--- src/irlin_pkg.sv ---
`default_nettype none

package irlin_pkg;

  // block averaging
  localparam int unsigned BLOCK_SAMPLES = 20;
  localparam int unsigned SAMPLE_W      = 10;
  localparam int unsigned AVG_W         = SAMPLE_W;
  localparam int unsigned DIST_W        = 7;
  localparam int unsigned SUM_W         = $clog2(BLOCK_SAMPLES * (2 ** SAMPLE_W - 1) + 1);
  localparam int unsigned CNT_W         = (BLOCK_SAMPLES > 1) ? $clog2(BLOCK_SAMPLES) : 1;

  // floor(sum / BLOCK_SAMPLES) as multiply by rounded-up reciprocal and shift
  localparam int unsigned SUM_SHIFT   = SUM_W + $clog2(BLOCK_SAMPLES) + 1;
  localparam int unsigned SUM_RECIP_W = SUM_SHIFT - $clog2(BLOCK_SAMPLES) + 1;
  localparam logic [SUM_RECIP_W-1:0] SUM_RECIP =
    SUM_RECIP_W'(((2 ** SUM_SHIFT) + BLOCK_SAMPLES - 1) / BLOCK_SAMPLES);
  localparam int unsigned SUM_PROD_W  = SUM_W + SUM_RECIP_W;

  // breakpoint table, segment divisors in hundredths
  localparam int unsigned SEGMENTS = 7;
  localparam int unsigned SEG_W    = 3;
  localparam logic [AVG_W-1:0] BP_CODE [SEGMENTS] = '{
    AVG_W'(80), AVG_W'(87), AVG_W'(106), AVG_W'(124), AVG_W'(150), AVG_W'(196), AVG_W'(276)
  };
  localparam logic [DIST_W-1:0] BP_DIST [SEGMENTS] = '{
    DIST_W'(80), DIST_W'(70), DIST_W'(60), DIST_W'(50), DIST_W'(40), DIST_W'(30), DIST_W'(20)
  };
  localparam int unsigned BP_DIV [SEGMENTS] = '{77, 211, 200, 288, 511, 888, 2377};

  localparam logic [AVG_W-1:0]  NEAR_CODE = AVG_W'(80);
  localparam logic [DIST_W-1:0] NEAR_DIST = DIST_W'(80);
  localparam logic [AVG_W-1:0]  TOP_CODE  = AVG_W'(490);
  localparam logic [DIST_W-1:0] TOP_DIST  = DIST_W'(10);

  // ceil(x * 100 / D) as floor((x * 100 + D - 1) * recip >> shift)
  localparam int unsigned DROP_SCALE  = 100;
  localparam int unsigned NUM_W       = 15;
  localparam int unsigned RECIP_SHIFT = 26;
  localparam int unsigned RECIP_W     = 20;
  localparam int unsigned PROD_W      = NUM_W + RECIP_W;
  localparam int unsigned DROP_W      = PROD_W - RECIP_SHIFT;
  localparam logic [RECIP_W-1:0] DIV_RECIP [SEGMENTS] = '{
    RECIP_W'(((2 ** RECIP_SHIFT) + 77 - 1) / 77),
    RECIP_W'(((2 ** RECIP_SHIFT) + 211 - 1) / 211),
    RECIP_W'(((2 ** RECIP_SHIFT) + 200 - 1) / 200),
    RECIP_W'(((2 ** RECIP_SHIFT) + 288 - 1) / 288),
    RECIP_W'(((2 ** RECIP_SHIFT) + 511 - 1) / 511),
    RECIP_W'(((2 ** RECIP_SHIFT) + 888 - 1) / 888),
    RECIP_W'(((2 ** RECIP_SHIFT) + 2377 - 1) / 2377)
  };

  // stream widths
  localparam int unsigned S_TDATA_W = 16;
  localparam int unsigned M_TDATA_W = 24;

endpackage

`default_nettype wire

--- src/ir_range_average_linearize_unit.sv ---
// IR range sensor averaging and linearization
//
// Input stream (s_axis_*): one raw converter sample per request, accepted when
// tvalid and tready are both high. A new sample can be taken every cycle.
// Samples are summed in blocks of irlin_pkg::BLOCK_SAMPLES. The last sample of
// a block closes it and starts one result; all other samples give no result.
// Output stream (m_axis_*): one request per block, carrying the distance in
// whole centimeters and the floor average of the block.
// Path: once the block's last sample is accepted, its sum is registered, then
// the average, then the segment select and numerator, and a reciprocal
// multiply feeds the output register that presents the result.
// Throughput: one sample per cycle, set by the accumulator register.
// Reset clears the running sum, the sample count, the held distance (which
// reads 0 until the first result) and all stage valid bits.
// When the receiver stalls, the result waits in the output register and the
// stages behind it fill up; samples that do not close a block are still taken,
// and a closing sample is held off only while the first stage cannot move.
`default_nettype none

module ir_range_average_linearize_unit (
  input  wire logic                            clk_i,
  input  wire logic                            rst_ni,
  input  wire logic                            s_axis_tvalid_i,
  output      logic                            s_axis_tready_o,
  // [9:0] sample, upper bits padding
  input  wire logic [irlin_pkg::S_TDATA_W-1:0] s_axis_tdata_i,
  output      logic                            m_axis_tvalid_o,
  input  wire logic                            m_axis_tready_i,
  // [6:0] distance_cm, [16:7] average_code, upper bits zero
  output      logic [irlin_pkg::M_TDATA_W-1:0] m_axis_tdata_o
);

  typedef enum logic [1:0] {
    CLS_LINEAR,
    CLS_NEAR,
    CLS_TOP,
    CLS_HOLD
  } cls_e;

  // accumulator
  logic [irlin_pkg::SUM_W-1:0]    sum_q, sum_d;
  logic [irlin_pkg::CNT_W-1:0]    cnt_q, cnt_d;
  logic [irlin_pkg::SUM_W-1:0]    total;
  logic [irlin_pkg::SAMPLE_W-1:0] sample;
  logic                           blk_last;
  logic                           in_acc;

  // stage 1: block sum
  logic                           v1_q;
  logic [irlin_pkg::SUM_W-1:0]    sum1_q;
  // stage 2: average
  logic                           v2_q;
  logic [irlin_pkg::AVG_W-1:0]    avg2_q;
  // stage 3: segment and numerator
  logic                           v3_q;
  logic [irlin_pkg::AVG_W-1:0]    avg3_q;
  cls_e                           cls3_q;
  logic [irlin_pkg::SEG_W-1:0]    seg3_q;
  logic [irlin_pkg::NUM_W-1:0]    num3_q;
  // output register
  logic                           vo_q;
  logic [irlin_pkg::DIST_W-1:0]   dist_q;
  logic [irlin_pkg::AVG_W-1:0]    avgo_q;
  logic [irlin_pkg::DIST_W-1:0]   held_q;

  logic rdy1, rdy2, rdy3, rdyo;

  // stage moves when it is empty or the next one moves
  assign rdyo = !vo_q || m_axis_tready_i;
  assign rdy3 = !v3_q || rdyo;
  assign rdy2 = !v2_q || rdy3;
  assign rdy1 = !v1_q || rdy2;

  // input side
  assign sample          = s_axis_tdata_i[irlin_pkg::SAMPLE_W-1:0];
  assign blk_last        = (cnt_q == irlin_pkg::CNT_W'(irlin_pkg::BLOCK_SAMPLES - 1));
  assign s_axis_tready_o = !blk_last || rdy1;
  assign in_acc          = s_axis_tvalid_i && s_axis_tready_o;
  assign total           = sum_q + irlin_pkg::SUM_W'(sample);

  // running sum and count
  always_comb begin
    sum_d = sum_q;
    cnt_d = cnt_q;
    if (in_acc) begin
      if (blk_last) begin
        sum_d = '0;
        cnt_d = '0;
      end else begin
        sum_d = total;
        cnt_d = cnt_q + irlin_pkg::CNT_W'(1);
      end
    end
  end

  // average by reciprocal multiply
  logic [irlin_pkg::SUM_PROD_W-1:0] avg_prod;
  logic [irlin_pkg::AVG_W-1:0]      avg_d;

  assign avg_prod = irlin_pkg::SUM_PROD_W'(sum1_q)
                  * irlin_pkg::SUM_PROD_W'(irlin_pkg::SUM_RECIP);
  assign avg_d    = avg_prod[irlin_pkg::SUM_SHIFT +: irlin_pkg::AVG_W];

  // segment select, class and rounded-up numerator
  logic [irlin_pkg::SEG_W-1:0] seg_d;
  cls_e                        cls_d;
  logic [irlin_pkg::AVG_W-1:0] seg_x;
  logic [irlin_pkg::NUM_W-1:0] num_d;

  always_comb begin
    seg_d = '0;
    for (int s = 1; s < irlin_pkg::SEGMENTS; s++) begin
      if (avg2_q >= irlin_pkg::BP_CODE[s]) begin
        seg_d = irlin_pkg::SEG_W'(s);
      end
    end
    if (avg2_q <= irlin_pkg::NEAR_CODE) begin
      cls_d = CLS_NEAR;
    end else if (avg2_q == irlin_pkg::TOP_CODE) begin
      cls_d = CLS_TOP;
    end else if (avg2_q > irlin_pkg::TOP_CODE) begin
      cls_d = CLS_HOLD;
    end else begin
      cls_d = CLS_LINEAR;
    end
    seg_x = avg2_q - irlin_pkg::BP_CODE[seg_d];
    num_d = irlin_pkg::NUM_W'(seg_x) * irlin_pkg::NUM_W'(irlin_pkg::DROP_SCALE)
          + irlin_pkg::NUM_W'(irlin_pkg::BP_DIV[seg_d] - 1);
  end

  // drop in centimeters and final distance
  logic [irlin_pkg::PROD_W-1:0] drop_prod;
  logic [irlin_pkg::DROP_W-1:0] drop;
  logic [irlin_pkg::DIST_W-1:0] base;
  logic [irlin_pkg::DIST_W-1:0] lin_dist;
  logic [irlin_pkg::DIST_W-1:0] dist_d;

  assign drop_prod = irlin_pkg::PROD_W'(num3_q)
                   * irlin_pkg::PROD_W'(irlin_pkg::DIV_RECIP[seg3_q]);
  assign drop      = drop_prod[irlin_pkg::PROD_W-1:irlin_pkg::RECIP_SHIFT];
  assign base      = irlin_pkg::BP_DIST[seg3_q];

  always_comb begin
    if (drop >= irlin_pkg::DROP_W'(base)) begin
      lin_dist = '0;
    end else begin
      lin_dist = base - irlin_pkg::DIST_W'(drop);
    end
    case (cls3_q)
      CLS_NEAR: dist_d = irlin_pkg::NEAR_DIST;
      CLS_TOP:  dist_d = irlin_pkg::TOP_DIST;
      CLS_HOLD: dist_d = held_q;
      default:  dist_d = lin_dist;
    endcase
  end

  // control registers
  always_ff @(posedge clk_i or negedge rst_ni) begin
    if (!rst_ni) begin
      sum_q  <= '0;
      cnt_q  <= '0;
      v1_q   <= 1'b0;
      v2_q   <= 1'b0;
      v3_q   <= 1'b0;
      vo_q   <= 1'b0;
      held_q <= '0;
    end else begin
      sum_q <= sum_d;
      cnt_q <= cnt_d;
      if (rdy1) begin
        v1_q <= in_acc && blk_last;
      end
      if (rdy2) begin
        v2_q <= v1_q;
      end
      if (rdy3) begin
        v3_q <= v2_q;
      end
      if (rdyo) begin
        vo_q <= v3_q;
      end
      if (rdyo && v3_q) begin
        held_q <= dist_d;
      end
    end
  end

  // payload registers
  always_ff @(posedge clk_i) begin
    if (rdy1 && in_acc && blk_last) begin
      sum1_q <= total;
    end
    if (rdy2 && v1_q) begin
      avg2_q <= avg_d;
    end
    if (rdy3 && v2_q) begin
      avg3_q <= avg2_q;
      cls3_q <= cls_d;
      seg3_q <= seg_d;
      num3_q <= num_d;
    end
    if (rdyo && v3_q) begin
      dist_q <= dist_d;
      avgo_q <= avg3_q;
    end
  end

  // output stream
  assign m_axis_tvalid_o = vo_q;
  assign m_axis_tdata_o  = irlin_pkg::M_TDATA_W'({avgo_q, dist_q});

  // a closing sample always starts a result
  assert property (@(posedge clk_i) disable iff (!rst_ni)
    (in_acc && blk_last) |=> v1_q)
    else $error("closing sample did not enter the sum stage");

  // the held distance always matches the result on the output
  assert property (@(posedge clk_i) disable iff (!rst_ni)
    vo_q |-> (held_q == dist_q))
    else $error("held distance differs from output distance");

  // distance never exceeds the near distance
  assert property (@(posedge clk_i) disable iff (!rst_ni)
    vo_q |-> (dist_q <= irlin_pkg::NEAR_DIST))
    else $error("distance out of range");

  // count stays inside one block
  assert property (@(posedge clk_i) disable iff (!rst_ni)
    cnt_q <= irlin_pkg::CNT_W'(irlin_pkg::BLOCK_SAMPLES - 1))
    else $error("sample count beyond block length");

endmodule

`default_nettype wire

--- config.mk ---
export PLATFORM = sky130hd
export DESIGN_NAME = ir_range_average_linearize_unit
export DESIGN_NICKNAME = d
export VERILOG_FILES = /design/src/irlin_pkg.sv /design/src/ir_range_average_linearize_unit.sv
export SDC_FILE = /design/constraint.sdc
export NUM_CORES = 1
export LEC_CHECK = 0
export BUFFER_PORTS_ARGS = -buffer_cell sky130_fd_sc_hd__buf_2
export CORE_UTILIZATION = 54
export DETAILED_ROUTE_END_ITERATION = 16
export HOLD_SLACK_MARGIN = 0.08
export PLACE_DENSITY = 0.81
export SYNTH_ARGS = -nofsm -noshare
export SYNTH_HDL_FRONTEND = slang
export SYNTH_SLANG_ARGS = --single-unit
--- constraint.sdc ---
create_clock -name clk_i -period 12.3 [get_ports clk_i]
set_input_delay 0.615 -clock clk_i [delete_from_list [all_inputs] [get_ports clk_i]]
set_output_delay 0.615 -clock clk_i [all_outputs]
set_load 0.1 [all_outputs]
Yosys cells after proc, flatten, opt, wreduce, memory -nomap -nowiden. Memory sizes are Yosys's and may differ from the RTL's. Cells that the tools add are included.

Input bits: 20. Output and inout port bits: 26. Bits in registers: 103. Word-level logic and storage cells: 83. ROM bits: 552. Memories: 4.

Memory list: (name not given) (words 8, bits a word 32, rd ports 1, clocked after memory_dff 0, write ports 0, RTL line ir_range_average_linearize_unit.sv:128) `+ irlin_pkg::NUM_W'(irlin_pkg::BP_DIV[seg_d] - 1);`; (name not given) (words 8, bits a word 20, rd ports 1, clocked after memory_dff 0, write ports 0, RTL line ir_range_average_linearize_unit.sv:139) `* irlin_pkg::PROD_W'(irlin_pkg::DIV_RECIP[seg3_q]);`; (name not given) (words 8, bits a word 10, rd ports 1, clocked after memory_dff 0, write ports 0, RTL line ir_range_average_linearize_unit.sv:126) `seg_x = avg2_q - irlin_pkg::BP_CODE[seg_d];`; (name not given) (words 8, bits a word 7, rd ports 1, clocked after memory_dff 0, write ports 0, RTL line ir_range_average_linearize_unit.sv:141) `assign base = irlin_pkg::BP_DIST[seg3_q];`.

Bitwise logic cells: 2. Add/subtract/negate cells: 6. $mul: 3. Order comparisons: 11. Reductions and logical operators: 17. Mux-type cells: 20. Eq/ne operators: 5.

Operators with widths (number): $mux W15 (3); $mux W20 (2); $mul A15 B20 Y35 (1); $ge A10 B7 Y1 const B (3); $mul A15 B16 Y30 const B (1); $mux W7 (3); $pmux W7 S3 (1); $ge A10 B8 Y1 const B (2); $mux W10 (2); $add A15 B10 Y15 (1); $add A15 B15 Y15 (1); $mux W3 (5); $sub A15 B1 Y15 const B (1); $mul A10 B5 Y13 const B (1); $eq A10 B9 Y1 const B (1); $ge A10 B9 Y1 const B (1); $gt A10 B9 Y1 const B (1); $le A10 B7 Y1 const B (1); $sub A10 B10 Y10 (1); $ge A9 B7 Y1 (1); $ge A4 B4 Y1 const B (2); $not A3 Y4 (2); $logic_and A1 B1 Y1 (7); $sub A7 B7 Y7 (1); 9 further kinds (19).

Logic depth before layout (Yosys ltp).
Depth after elaboration: 14. Depth in mapped cells: 37. Gate-level depth less buffers: 36.

Least setup slack after synthesis. OpenSTA, ideal clock, no wires.

Path kind: register to register. Start: reg seg3_q[0] (netlist name). End: reg dist_q[2] (netlist name), data pin. Path slack: 3.738 ns. Data required time: 12.171 ns. Clock period less this slack: 8.562 ns. Cell stages (with the launch flop): 33. Library setup time: 0.129 ns. Data arrival time: 8.432 ns. Buffers on the path: 1. Cells stage by stage: edfxtp_1 inv_1 ha_1 nand2_1 a21boi_1 clkbuf_1 and2_1 fa_1 fa_1 fa_1 fa_1 fa_1 inv_1 fa_1 inv_1 ha_1 a211oi_2 nor2_1 o41ai_4 o31ai_1 a21oi_1 xor2_1 ha_1 ha_1 nand2b_1 a21o_1 a21o_1 a21oi_1 o21bai_1 a2111oi_2 nand2_2 nor3_1 a31o_2.

Cells in the longest elaborated chain, start to end: 8. Elaborated cells between the ends (all ways): 12. Those cells by class: add/sub (1); mul (1); order compare (1); mux (6); bitwise (1); memory (2).

Ends and longest elaborated chain: start, declared (RTL line ir_range_average_linearize_unit.sv:58) `logic [irlin_pkg::SEG_W-1:0] seg3_q;`; start signal, assigned (RTL line ir_range_average_linearize_unit.sv:199) `seg3_q <= seg_d;`; $not A3 Y4 (not written as such) (*) (RTL line ir_range_average_linearize_unit.sv:139, ir_range_average_linearize_unit.sv:141); $mem_v2 Z8 W20; $mux W20 (not written as such) (2 in a row) (RTL line ir_range_average_linearize_unit.sv:139); $mul A15 B20 Y35 (RTL line ir_range_average_linearize_unit.sv:139); $ge A9 B7 Y1 or $sub A7 B7 Y7 (tied branches) (RTL line ir_range_average_linearize_unit.sv:144, ir_range_average_linearize_unit.sv:147); $mux W7 (*) (RTL line ir_range_average_linearize_unit.sv:144) `if (drop >= irlin_pkg::DROP_W'(base)) begin`; $pmux W7 S3 (*) (RTL line ir_range_average_linearize_unit.sv:149) `case (cls3_q)`; named net dist_d, one bit (RTL line ir_range_average_linearize_unit.sv:136) `logic [irlin_pkg::DIST_W-1:0] dist_d;`; end signal, assigned (RTL line ir_range_average_linearize_unit.sv:203) `dist_q <= dist_d;`; end, declared (RTL line ir_range_average_linearize_unit.sv:62) `logic [irlin_pkg::DIST_W-1:0] dist_q;`.

The timed path passes the listed nets; every way through them passes the cells marked *. The select of a mux whose other input is x is not followed. A chain may end at the register's enable or synchronous reset.

Final worst setup path. Same ends and word-level chain as after synthesis.

==> flow_summary_export.csv <==
group,metric,value,unit
run_status,outcome,"completed",
sta,period_share,83.7,%
layout,fin_nets,2597,
run,cap_viol_max_count,0,
synthesis,synth-main-ff-cell,"edfxtp_1",
worst_setup_path,crit_type,"reg -> reg",
worst_setup_path,arrival,10540,ps
detailed_routing,drc_errors,0,
floorplan,die_w,190,um
sta,skew,11.7,ps
hold_path,hp-class,"in -> async",
global_route,grt_pass1_wl,73.2,mm
floorplan,die_h,190,um
worst_setup_path,critPathMaxStageDelay,780,ps
global_route,antenna_found_initial,0,
layout,mostFrequentLayoutCells,"451 x inv_1, 299 x fa_1, 296 x ha_1, 168 x nand2_1, 107 x and2_1",
synthesis,synth.cell_area,0.0191,mm^2
synthesis,synth-edff-count,72,
sta,post-route-min-period,10290,ps
detailed_routing,dr.pass1.iters,5,
layout,drive_above_1_share,4.28,%
sta,slew_headroom,22.3,%
worst_setup_path,slowest_stage,"a21boi_2",
clocking,post_cts_buffers,0,
synthesis,netlist_instances,1970,
synthesis,seq_area_frac_synth,15.4,%
synthesis,synth.distinct_cells,71,
sta,hold_viol,0,
worst_setup_path,r2r_slack,2010,ps
sta,tightest_slew,1160,ps
clocking,htree_levels,3,
layout,antenna_cells,0,
worst_setup_path,required,12540,ps
clocking,clockBufferDepth,2,
placed_design,port_buffers,32,
synthesis,ys_ff_latch,103,
synthesis,synthArstFlopShare,30.1,%
synthesis,avgSynthCellArea,9.69,um^2
detailed_routing,wirelength,43.5,mm
placed_design,hpwl,35.3,mm
layout,area_growth,5.00,%
floorplan,placementRows,68,
sta,rsz0062_at_grt,"no",
detailed_routing,viasPerCell,5.53,
detailed_routing,wire_per_inst,17.8,um
floorplan,initial_core_util,55.1,%
sta,setup_viol,0,
worst_setup_path,crit_path_max_fanout,18,
clocking,cts_made_buffers,9,
global_route,grt_pass1_vias,15000,
global_route,grt_max_degree,32,
clocking,cts_tree,"built",
global_route,grt_util_all_layers,25.9,%
placed_design,gp_congestion,0.958,
clocking,clkLatencyLatePin,370,ps
clocking,clkTransAtPathRegs,90,ps
global_route,overflow,0,
clocking,cts_resized,0,
layout,final_common_cell,"inv_1",
clocking,cts_sinks,103,
synthesis,yosys_warnings,0,
detailed_routing,num_vias,13500,
sta,finalSetupTns,0,ps
worst_setup_path,setup.worst_path.start_class,"register",
sta,clock.fmax,97.1,MHz
clocking,cts_hold_buf,0,
floorplan,fp.dieArea,0.0361,mm^2
sta,slew_violations,0,
detailed_routing,drtIter0Drc,873,
worst_setup_path,endpoint_kind,"register",
clocking,cts_root_buf,"clkbuf_16",
floorplan,core,0.0346,mm^2
detailed_routing,drtAntennaViolNets,0,
floorplan,boundaryPins,46,
worst_setup_path,cp_common_cell,"fa_1",
## critical path: cells and delay by family (launching register included)
family / cells / cell delay (ps)
flip-flops: 1 / 700
AND/OR/NAND/NOR: 6 / 1320
adder cells (fa/ha/maj): 10 / 4480
XOR/XNOR: 1 / 350
buffers and inverters: 5 / 390
AO/OA/AOI/OAI: 11 / 2910
## Yosys cell counts, drive strengths merged, types with 4 or more instances
library cell / count / share of area (%)
inv: 451 / 8.9
fa: 299 / 31
ha: 296 / 19
nand2: 169 / 3.3
and2: 107 / 3.5
edfxtp: 72 / 11
nor2: 66 / 1.3
o21ai: 47 / 1.3
a21oi: 43 / 1.1
clkbuf: 42 / 0.83
nand2b: 40 / 1.3
xnor2: 40 / 1.8
nor2b: 36 / 1.2
dfrtp: 31 / 4.1
nor3: 25 / 0.66
and3: 24 / 0.79
xor2: 19 / 0.87
nand3: 18 / 0.47
a21o: 15 / 0.60
a22o: 14 / 0.64
o21a: 13 / 0.51
nand4: 9 / 0.29
o21bai: 9 / 0.35
a21boi: 8 / 0.31
buf: 7 / 0.28
or2: 5 / 0.16
a31oi: 4 / 0.21
nor4: 4 / 0.13
o2111ai: 4 / 0.18
o41ai: 4 / 0.28
## state kept, by name (all words and copies together), names as in the netlist
| register | flops |
|---|---|
| avg2_q | 10 |
| avg3_q | 10 |
| avgo_q | 10 |
| cls3_q | 2 |
| cnt_q | 5 |
| dist_q | 7 |
| held_q | 7 |
| m_axis_tvalid_o | 1 |
| num3_q | 15 |
| seg3_q | 3 |
| sum1_q | 15 |
| sum_q | 15 |
| v1_q | 1 |
| v2_q | 1 |
| v3_q | 1 |
## layer usage
layer / vias up / GRT usage (%) / routed length, um
li1: 6214 / - / -
met1: 6674 / 31.1 / 17000
met2: 484 / 46.0 / 21900
met3: 128 / 3.93 / 2910
met4: 0 / 10.8 / 1650
met5: - / 0 / 0
## area by class of cell
class / instances / area [um^2]
fillers: 2791 / 14600
multi-input cells: 1373 / 14300
flip-flops and latches: 103 / 2940
inverters: 451 / 1690
well taps: 455 / 569
repair buffers: 44 / 250
clock buffers: 9 / 225
clock inverters: 7 / 91.3
## cell families (layout without fill, tap and decap cells)
| kind of cell | count (synthesis) | in the layout | share of synthesized area, % |
|---|---|---|---|
| xor gates and xnor gates | 60 | 60 | 2.83 |
| and+or+nand+nor | 520 | 520 | 13.9 |
| muxes | 3 | 3 | 0.157 |
| AOI/OAI and AO/OA | 188 | 188 | 7.01 |
| buffers and inverters | 500 | 511 | 9.97 |
| adders and majority gates | 595 | 595 | 50.8 |
| other | 1 | 7 | 0.0196 |
| DFF | 103 | 103 | 15.4 |
## final timing paths
check / startpoint / depth (start not counted) / to
worst max-delay path: seg3_q[0]$_DFFE_PP_ / 33 / dist_q[2]$_DFFE_PP_
worst max register to register: seg3_q[0]$_DFFE_PP_ / 33 / dist_q[2]$_DFFE_PP_
min in group clk_i: avg3_q[7]$_DFFE_PP_ / 0 / avgo_q[7]$_DFFE_PP_
max in group asynchronous: rst_ni / 1 / sum_q[3]$_DFFE_PN0P_
worst min register to register: avg3_q[7]$_DFFE_PP_ / 0 / avgo_q[7]$_DFFE_PP_
worst min-delay path: rst_ni / 1 / v2_q$_DFFE_PN0P_
## through the flow
| stage | utilization, % | hold slack [ps] | cell area [um^2] | std cells | setup WS [ps] |
|---|---|---|---|---|---|
| floorplan | - | 319 | 19100 | 1976 | 3740 |
| global placement | 57.0 | 407 | 19700 | 2426 | 2380 |
| detailed placement | 57.0 | 405 | 19700 | 2426 | 2210 |
| CTS | 57.9 | 336 | 20000 | 2442 | 2180 |
| finish | 57.9 | 317 | 20000 | 2442 | 2010 |
| global route | 57.9 | 369 | 20000 | 2442 | 1580 |
Power is left out: the tool's default activity adds up to more than one toggle a clock period on the data nets, which glitch-free logic cannot reach.
